--- src/hdl/ksl_pkg.sv ---
`timescale 1ns / 1ps

package ksl_pkg;

  localparam int unsigned TickW   = 16;
  localparam int unsigned CfgIdxW = 8;

  localparam logic [TickW-1:0] HoldMax          = {TickW{1'b1}};
  localparam logic [TickW-1:0] LongPressReset   = 16'd1000;
  localparam logic [TickW-1:0] DoubleWindowReset = 16'd400;

  // Register indexes on the configuration port.
  localparam logic [CfgIdxW-1:0] CfgLongPress    = 8'd0;
  localparam logic [CfgIdxW-1:0] CfgDoubleWindow = 8'd1;

  typedef enum logic [2:0] {
    EV_NONE   = 3'd0,
    EV_UP     = 3'd1,
    EV_DOWN   = 3'd2,
    EV_OK     = 3'd3,
    EV_PUSH   = 3'd4,
    EV_DOUBLE = 3'd5
  } ev_e;

  // Key levels already turned active high: 1 means the key is pressed.
  typedef struct packed {
    logic up;
    logic down;
    logic ok;
    logic push;
  } keys_t;

  typedef struct packed {
    logic [TickW-1:0] long_press_ticks;
    logic [TickW-1:0] double_press_window;
  } cfg_t;

  typedef struct packed {
    ev_e  event_code;
    logic save_request;
  } result_t;

endpackage

--- src/hdl/ksl_if.sv ---
`timescale 1ns / 1ps

interface ksl_key_if;
  logic valid;
  logic ready;
  logic up_key_n;
  logic down_key_n;
  logic ok_key_n;
  logic push_key_n;

  modport source (output valid, up_key_n, down_key_n, ok_key_n, push_key_n, input ready);
  modport sink   (input valid, up_key_n, down_key_n, ok_key_n, push_key_n, output ready);
endinterface

interface ksl_evt_if;
  logic       valid;
  logic       ready;
  logic [2:0] event_code;
  logic       save_request;

  modport source (output valid, event_code, save_request, input ready);
  modport sink   (input valid, event_code, save_request, output ready);
endinterface

interface ksl_cfg_if;
  logic        valid;
  logic        ready;
  logic [7:0]  index;
  logic [15:0] data;

  modport source (output valid, index, data, input ready);
  modport sink   (input valid, index, data, output ready);
endinterface

--- src/hdl/ksl_cfg_regs.sv ---
`timescale 1ns / 1ps

module ksl_cfg_regs
  import ksl_pkg::*;
(
  input  logic        clk_i,
  input  logic        rst_ni,
  ksl_cfg_if.sink     cfg_i,
  output cfg_t        cfg_o
);

  cfg_t cfg_q, cfg_d;

  // Writes always complete in one beat; unknown indexes are dropped.
  assign cfg_i.ready = 1'b1;

  always_comb begin
    cfg_d = cfg_q;
    if (cfg_i.valid) begin
      if (cfg_i.index == CfgLongPress) begin
        cfg_d.long_press_ticks = cfg_i.data;
      end else if (cfg_i.index == CfgDoubleWindow) begin
        cfg_d.double_press_window = cfg_i.data;
      end
    end
  end

  always_ff @(posedge clk_i or negedge rst_ni) begin
    if (!rst_ni) begin
      cfg_q.long_press_ticks    <= LongPressReset;
      cfg_q.double_press_window <= DoubleWindowReset;
    end else begin
      cfg_q <= cfg_d;
    end
  end

  assign cfg_o = cfg_q;

endmodule

--- src/hdl/ksl_core.sv ---
`timescale 1ns / 1ps

module ksl_core
  import ksl_pkg::*;
(
  input  logic    clk_i,
  input  logic    rst_ni,
  input  logic    step_i,
  input  keys_t   keys_i,
  input  cfg_t    cfg_i,
  output result_t res_o
);

  logic             key_down_q, key_down_d;
  logic [TickW-1:0] hold_q, hold_d;
  logic [TickW-1:0] window_q, window_d;

  logic             any_key;
  logic             hold_rises;
  logic [TickW-1:0] hold_inc;
  logic [TickW-1:0] window_mid;
  logic             at_limit;

  assign any_key    = keys_i.up | keys_i.down | keys_i.ok | keys_i.push;
  assign hold_rises = (hold_q != HoldMax);
  assign hold_inc   = hold_rises ? hold_q + 16'd1 : hold_q;
  assign at_limit   = hold_rises && (hold_inc == cfg_i.long_press_ticks);

  always_comb begin
    key_down_d        = key_down_q;
    hold_d            = hold_q;
    window_mid        = window_q;
    res_o.event_code   = EV_NONE;
    res_o.save_request = 1'b0;

    if (!key_down_q && any_key) begin
      key_down_d = 1'b1;
      if (keys_i.up) begin
        res_o.event_code = EV_UP;
      end else if (keys_i.down) begin
        res_o.event_code = EV_DOWN;
      end else if (keys_i.ok) begin
        res_o.event_code = EV_OK;
      end else if (window_q != '0) begin
        // Second push hit inside the window closes it.
        res_o.event_code = EV_DOUBLE;
        window_mid       = '0;
      end else begin
        res_o.event_code = EV_PUSH;
        window_mid       = cfg_i.double_press_window;
      end
    end else if (key_down_q) begin
      if (keys_i.up) begin
        hold_d             = hold_inc;
        res_o.save_request = (hold_inc > cfg_i.long_press_ticks);
      end else if (keys_i.down) begin
        hold_d = hold_inc;
      end else if (keys_i.ok) begin
        hold_d = hold_inc;
        if (at_limit) begin
          res_o.event_code = EV_PUSH;
        end
      end else if (keys_i.push) begin
        hold_d = hold_inc;
        if (at_limit) begin
          res_o.event_code = EV_DOUBLE;
        end
      end else begin
        key_down_d = 1'b0;
        hold_d     = '0;
      end
    end

    window_d = (window_mid != '0) ? window_mid - 16'd1 : window_mid;
  end

  always_ff @(posedge clk_i or negedge rst_ni) begin
    if (!rst_ni) begin
      key_down_q <= 1'b0;
      hold_q     <= '0;
      window_q   <= '0;
    end else if (step_i) begin
      key_down_q <= key_down_d;
      hold_q     <= hold_d;
      window_q   <= window_d;
    end
  end

endmodule

--- src/hdl/key_scan_long_double_press.sv ---
`timescale 1ns / 1ps

// Key scanner with long press and double press detection. Each beat on in_i is one scan
// tick of four active-low keys and yields exactly one beat on out_o. A new tick is
// accepted every cycle: one input register feeds the combinational event logic, whose
// result lands in the output register, and in_i.ready drops only while both registers
// are full and out_o is held off. The two timing registers are written over cfg_i
// (index 0 long press ticks, index 1 double press window) and must only be changed
// while no tick is in flight.
module key_scan_long_double_press
  import ksl_pkg::*;
(
  input  logic      clk_i,
  input  logic      rst_ni,
  ksl_key_if.sink   in_i,
  ksl_evt_if.source out_o,
  ksl_cfg_if.sink   cfg_i
);

  cfg_t    cfg;
  result_t res;

  logic    in_valid_q;
  keys_t   keys_q;
  logic    out_valid_q;
  result_t res_q;
  logic    advance;

  assign advance    = in_valid_q && (!out_valid_q || out_o.ready);
  assign in_i.ready = !in_valid_q || advance;

  ksl_cfg_regs u_cfg_regs (
    .clk_i  (clk_i),
    .rst_ni (rst_ni),
    .cfg_i  (cfg_i),
    .cfg_o  (cfg)
  );

  ksl_core u_core (
    .clk_i  (clk_i),
    .rst_ni (rst_ni),
    .step_i (advance),
    .keys_i (keys_q),
    .cfg_i  (cfg),
    .res_o  (res)
  );

  always_ff @(posedge clk_i or negedge rst_ni) begin
    if (!rst_ni) begin
      in_valid_q  <= 1'b0;
      out_valid_q <= 1'b0;
    end else begin
      if (in_i.ready) begin
        in_valid_q <= in_i.valid;
      end
      if (advance) begin
        out_valid_q <= 1'b1;
      end else if (out_o.ready) begin
        out_valid_q <= 1'b0;
      end
    end
  end

  always_ff @(posedge clk_i) begin
    if (in_i.valid && in_i.ready) begin
      keys_q.up   <= ~in_i.up_key_n;
      keys_q.down <= ~in_i.down_key_n;
      keys_q.ok   <= ~in_i.ok_key_n;
      keys_q.push <= ~in_i.push_key_n;
    end
    if (advance) begin
      res_q <= res;
    end
  end

  assign out_o.valid        = out_valid_q;
  assign out_o.event_code   = res_q.event_code;
  assign out_o.save_request = res_q.save_request;

endmodule

--- src/flat_wrapper.sv ---
// flat-port wrapper written by rule: the top's interface ports become plain ports
module key_scan_long_double_press_flat import ksl_pkg::*;
  (clk_i, rst_ni, in_i_valid, in_i_up_key_n, in_i_down_key_n, in_i_ok_key_n, in_i_push_key_n, in_i_ready, out_o_valid, out_o_event_code, out_o_save_request, out_o_ready, cfg_i_valid, cfg_i_index, cfg_i_data, cfg_i_ready);
  ksl_key_if in_i_i ();
  ksl_evt_if out_o_i ();
  ksl_cfg_if cfg_i_i ();
  input  logic clk_i;
  input  logic rst_ni;
  input wire logic [$bits(in_i_i.valid)-1:0] in_i_valid;
  input wire logic [$bits(in_i_i.up_key_n)-1:0] in_i_up_key_n;
  input wire logic [$bits(in_i_i.down_key_n)-1:0] in_i_down_key_n;
  input wire logic [$bits(in_i_i.ok_key_n)-1:0] in_i_ok_key_n;
  input wire logic [$bits(in_i_i.push_key_n)-1:0] in_i_push_key_n;
  output wire logic [$bits(in_i_i.ready)-1:0] in_i_ready;
  output wire logic [$bits(out_o_i.valid)-1:0] out_o_valid;
  output wire logic [$bits(out_o_i.event_code)-1:0] out_o_event_code;
  output wire logic [$bits(out_o_i.save_request)-1:0] out_o_save_request;
  input wire logic [$bits(out_o_i.ready)-1:0] out_o_ready;
  input wire logic [$bits(cfg_i_i.valid)-1:0] cfg_i_valid;
  input wire logic [$bits(cfg_i_i.index)-1:0] cfg_i_index;
  input wire logic [$bits(cfg_i_i.data)-1:0] cfg_i_data;
  output wire logic [$bits(cfg_i_i.ready)-1:0] cfg_i_ready;
  assign in_i_i.valid = in_i_valid;
  assign in_i_i.up_key_n = in_i_up_key_n;
  assign in_i_i.down_key_n = in_i_down_key_n;
  assign in_i_i.ok_key_n = in_i_ok_key_n;
  assign in_i_i.push_key_n = in_i_push_key_n;
  assign in_i_ready = in_i_i.ready;
  assign out_o_valid = out_o_i.valid;
  assign out_o_event_code = out_o_i.event_code;
  assign out_o_save_request = out_o_i.save_request;
  assign out_o_i.ready = out_o_ready;
  assign cfg_i_i.valid = cfg_i_valid;
  assign cfg_i_i.index = cfg_i_index;
  assign cfg_i_i.data = cfg_i_data;
  assign cfg_i_ready = cfg_i_i.ready;
  key_scan_long_double_press u_core (.clk_i(clk_i), .rst_ni(rst_ni), .in_i(in_i_i), .out_o(out_o_i), .cfg_i(cfg_i_i));
endmodule
--- config.mk ---
export PLATFORM = sky130hd
export DESIGN_NAME = key_scan_long_double_press_flat
export DESIGN_NICKNAME = d
export VERILOG_FILES = /design/src/hdl/ksl_pkg.sv /design/src/hdl/ksl_if.sv /design/src/hdl/ksl_cfg_regs.sv /design/src/hdl/ksl_core.sv /design/src/hdl/key_scan_long_double_press.sv /design/src/flat_wrapper.sv
export SDC_FILE = /design/constraint.sdc
export NUM_CORES = 1
export LEC_CHECK = 0
export BUFFER_PORTS_ARGS = -buffer_cell sky130_fd_sc_hd__buf_2
export CORE_ASPECT_RATIO = 1.5
export CORE_MARGIN = 3
export CORE_UTILIZATION = 40
export DETAILED_ROUTE_END_ITERATION = 8
export PLACE_DENSITY = 0.63
export SYNTH_ARGS = -nofsm -noshare
export SYNTH_HDL_FRONTEND = slang
export SYNTH_SLANG_ARGS = --single-unit
--- constraint.sdc ---
create_clock -name clk_i -period 10.1 [get_ports clk_i]
set_input_delay 3.03 -clock clk_i [delete_from_list [all_inputs] [get_ports clk_i]]
set_output_delay 3.03 -clock clk_i [all_outputs]
set_load 0.01 [all_outputs]
# Word-level counts from Yosys, hierarchy flattened
# Cells that the tools add are included.
# totals
wordCells	79
mem_bits_rw	0
rom_bits	0
n_memories	0
inputBits	33
latch_bits	0
reg_bits	75
out_inout_bits	7
# op_classes
shift	0
n_div	0
eq_ne	3
order_cmp	1
n_reduce_logical	17
multipliers	0
n_addsub	2
n_bitwise	11
n_mux	32
# ops
op	n
16-bit 2-to-1 mux	11
16-bit nonzero test	2
3-bit 2-to-1 mux	10
16-bit by 1-bit adder with 16-bit output, second input constant	1
16-bit equality test	1
16-bit > comparator	1
16-bit != test, second input constant	1
16-bit by 1-bit subtractor with 16-bit output, second input constant	1
1-bit 2-to-1 mux	10
8-bit by 1-bit equality test with 1-bit output, second input constant	1
8-bit logical NOT	1
1-bit NOT	8
3-bit AND reduction	2
1-bit logical AND	4
4-bit 2-to-1 mux	1
1-bit logical NOT	3
1-bit bitwise OR	3
3-bit OR reduction	1
1-bit logical OR	2
2-bit AND reduction	1
2-bit nonzero test	1

# Depth between registers and ports, before layout
# depth
ltp_word	11
ltp_mapped	16
depth_no_buf	14

# Hierarchy
# A second synthesis with hierarchy kept.
# hier_totals
cells_unflattened	484
hier_area_um2	4797.1
# by_module_without_submodules
module	cells_per_inst	area_per_inst_um2	seq_area_each_um2	instances
ksl_core	390	3136.8	825.8	1
ksl_cfg_regs	74	1301.2	812.0	1
key_scan_long_double_press	20	359.1	290.3	1

# Worst setup path before layout
# OpenSTA, ideal clock, no wires.
# synth_path
kind	in2out
start	input out_o_ready
end	output in_i_ready
slack_ns	3.831
n_path_buf	0
arrival_ns	3.239
path_stages	1
required_ns	7.070
path_cell_list	nand3b_1
# synth_between
elab_chain_cells	3
# synth_rtl
item	line_no	source
start: declaration	flat_wrapper.sv:18	input wire logic [$bits(out_o_i.ready)-1:0] out_o_ready;
1-bit logical OR	key_scan_long_double_press.sv:29	assign advance = in_valid_q && (!out_valid_q || out_o.ready);
1-bit logical AND	key_scan_long_double_press.sv:29	
1-bit logical OR	key_scan_long_double_press.sv:30	assign in_i.ready = !in_valid_q || advance;
end: declaration	flat_wrapper.sv:14	output wire logic [$bits(in_i_i.ready)-1:0] in_i_ready;
# Every way passes these cells.

# Worst setup path after layout
# Same ends and word-level chain as after synthesis.

==> results.json <==
{
  "postCtsSetupBuffers": 0,
  "nets": 623,
  "syn_area_um2": 4760,
  "route.met3.wl_um": 484,
  "grt_start_max_net_pins": 68,
  "vias": 4279,
  "fin_crit_ps": 6510,
  "layout-drive-gt1-share_pct": 18.2,
  "critical-path-slowest-cell": "nand3b_1",
  "synth_adder_area_share_pct": 4.99,
  "cp.required_ps": 7070,
  "via_per_inst": 5.89,
  "slew_viol_final": 0,
  "cts_root_buf": "clkbuf_16",
  "crit_end": "in_i_ready",
  "rsz0062_at_grt": "false",
  "r2r-end": "u_core.u_core.window_q[15]",
  "synth_cells": 542,
  "dieHeight_um": 140,
  "highest_layer": "met4",
  "p_per_area_nw_per_um2": 187,
  "clock_latency_ps": 340,
  "dieArea_um2": 13300,
  "regToRegSetupSlack_ps": 6360,
  "synth_top_family_by_area": "simple AND/OR/NAND/NOR gates",
  "synth_largest_area_cell": "dfrtp_1",
  "dieWidth_um": 95.1,
  "rows": 48,
  "p_leak_uw": 0.00248,
  "reg2reg_depth": 10,
  "wl_per_cell_um": 17.6,
  "start_util_pct": 41.1,
  "drc": 0,
  "status": "finished, final reports clean",
  "r2r_start": "u_core.keys_q[1]",
  "synth_top_area_share_pct": 30.5,
  "skew_ps": 10.4,
  "gp_congestion": 0.923,
  "antenna_found_initial": 0,
  "m1WireLength_mm": 4.96,
  "finalPower_uw": 1020,
  "yosysMostFrequentCell": "nand2_1",
  "finalCritPeriodShare_pct": 64.5,
  "slowest_delay_ps": 190,
  "insertedDiodeCount": 0,
  "gr-usage-all-layers_pct": 20.0,
  "cpMostUsedCell": "buf_2",
  "synth_async_sr_flop_share_pct": 89.3,
  "synthTopCellsByArea": "dfrtp_1 (30%), a21oi_1 (5.0%), edfxtp_1 (5.0%)",
  "yosys_warnings": 0,
  "setup_violations": 0,
  "ant_nets": 0,
  "wl_met2_mm": 6.74,
  "end_kind": "output port",
  "synth_compound_area_share_pct": 21.0,
  "grt_pass1_vias": 4313,
  "cts.clk_slew.worst_paths_ps": 60,
  "htree_num_levels": 3,
  "worst_hold_path_type": "flip-flop to flip-flop",
  "cts_resized": 0,
  "grt_pass1_wl_mm": 21.0,
  "grt_overflow_total": 0,
  "setup_tns_ps": 0,
  "synth-edff-count": 8,
  "ios": 40,
  "synth-xor-area-share_pct": 2.02,
  "firstDrtPassIters": 5,
  "cts_tree": "done",
  "cts_sinks": 75,
  "synthFlopType": "dfrtp_1",
  "cp_top_family": "buffers and inverters",
  "cts_hold_buffers": 0,
  "synth_cell_type_count": 71,
  "finalHoldViolations": 0,
  "start_kind": "input pin",
  "syn_to_final_growth_pct": 14.2,
  "clockBufferDepth": 2,
  "core_um2": 11600,
  "portBuffers": 38,
  "worst_slew_pin_slew_ps": 880,
  "placed_area_um2": 5070,
  "dp_hpwl_mm": 9.26,
  "synthSimpleGateAreaFrac_pct": 21.4,
  "synth_mux_area_share_pct": 5.31,
  "timing.fmax_ghz": 0.154,
  "nFillCells": 1117,
  "cp_max_fo": 3,
  "critPathBufInv": 2,
  "synth_nets": 594,
  "numCtsBuffers": 9,
  "wl_mm": 12.7,
  "synth_area_per_cell_um2": 8.79,
  "ir_drop_mv": 0.0746,
  "critPathArrivalTime_ps": 3480,
  "ys_seq_area_share_pct": 40.5,
  "synth_commonest_cells": "nand2_1 (63), dfrtp_1 (58), a21oi_1 (48), nor2_1 (46), o21ai_0 (41)",
  "ys_ff_latch": 75,
  "drv_cap": 0,
  "path_cells": "buf_2 -> nand3b_1 -> buf_2",
  "design_area_um2": 5440,
  "startpoint": "out_o_ready",
  "drt_iter0_drc": 318,
  "cp.depth": 3,
  "critPathKind": "input pin to output port",
  "relSlewSlack_pct": 41.3
}
[kinds of logic after synthesis]
kind of cell | count (synthesis)
AOI/OAI and AO/OA | 155
xor gates and xnor gates | 11
adders and majority gates | 19
buffers and inverters | 55
DFF | 75
muxes | 23
other | 1
and+or+nand+nor | 203
[placed cells by master, fill, tap and decap left out, types with 6 or more instances in the layout]
cell type | netlist | layout
nand4_1 | 14 | 14
clkbuf_16 | 0 | 9
nor4_1 | 9 | 9
dfstp_2 | 9 | 9
nor3_1 | 14 | 14
buf_2 | 2 | 38
mux2_2 | 18 | 18
nand3_1 | 15 | 15
o21ai_0 | 41 | 41
dfrtp_1 | 58 | 58
ha_1 | 19 | 19
edfxtp_1 | 8 | 8
and3_1 | 11 | 11
o31ai_1 | 7 | 7
xnor2_1 | 6 | 6
a21oi_1 | 48 | 48
nand2_1 | 63 | 63
inv_1 | 29 | 29
buf_4 | 1 | 6
nor2_1 | 46 | 45
[where the power goes]
part | leakage, µW | internal (µW) | switching, µW
clock | 0.000173 | 266 | 128
sequential | 0.000886 | 349 | 52.0
combinational | 0.00142 | 89.4 | 134
total | 0.00248 | 704 | 313
[per-stage QoR]
step,utilization [%],std cells,setup slack (ps),hold slack [ps]
2_1_floorplan,-,542,3830,464
3_3_place_gp,43.8,710,3620,485
3_5_place_dp,43.8,710,3590,502
4_1_cts,46.9,726,3590,511
5_1_grt,46.9,726,3550,539
6_report,46.9,726,3590,510
[layout make-up]
cell class	count	area, µm²	share of cell area, %
well taps	150	188	3.45
clock buffers	9	225	4.14
inverters	29	109	2.00
flip-flops and latches	75	1930	35.5
repair buffers	44	235	4.33
clock inverters	7	140	2.58
multi-input cells	412	2610	48.0
[flip-flops by register name (all words and copies together) (netlist names)]
| name | flops |
|---|---|
| u_core.u_cfg_regs.cfg_o | 32 |
| u_core.out_o.event_code | 3 |
| u_core.u_core.window_q | 16 |
| u_core.u_core.key_down_q | 1 |
| u_core.out_o.valid | 1 |
| u_core.keys_q | 4 |
| u_core.out_o.save_request | 1 |
| u_core.u_core.hold_q | 16 |
| u_core.in_valid_q | 1 |
[worst min-delay path by stage]
stage                                     start                           to  slack (ps)  cells past startpoint
global placement      u_core.u_core.window_q[1]    u_core.u_core.window_q[1]         480                      2
global route        u_core.u_cfg_regs.cfg_o[22]  u_core.u_cfg_regs.cfg_o[22]         540                      2
CTS                 u_core.u_cfg_regs.cfg_o[25]  u_core.u_cfg_regs.cfg_o[25]         510                      2
detailed placement  u_core.u_cfg_regs.cfg_o[25]  u_core.u_cfg_regs.cfg_o[25]         500                      2
finish              u_core.u_cfg_regs.cfg_o[22]  u_core.u_cfg_regs.cfg_o[22]         510                      2
floorplan             u_core.u_core.window_q[1]    u_core.u_core.window_q[1]         460                      2
[routing by layer]
layer	track usage, %	vias up
met2	34.1	118
li1	-	2046
met5	0	-
met1	23.4	2070
met3	2.97	45
met4	11.4	0
[worst min-delay path, stage by stage, from the launching register on]
cell and delay (ps):
dfstp_2 360, inv_1 60, o21ai_0 80
(Power assumes the default switching activity.)
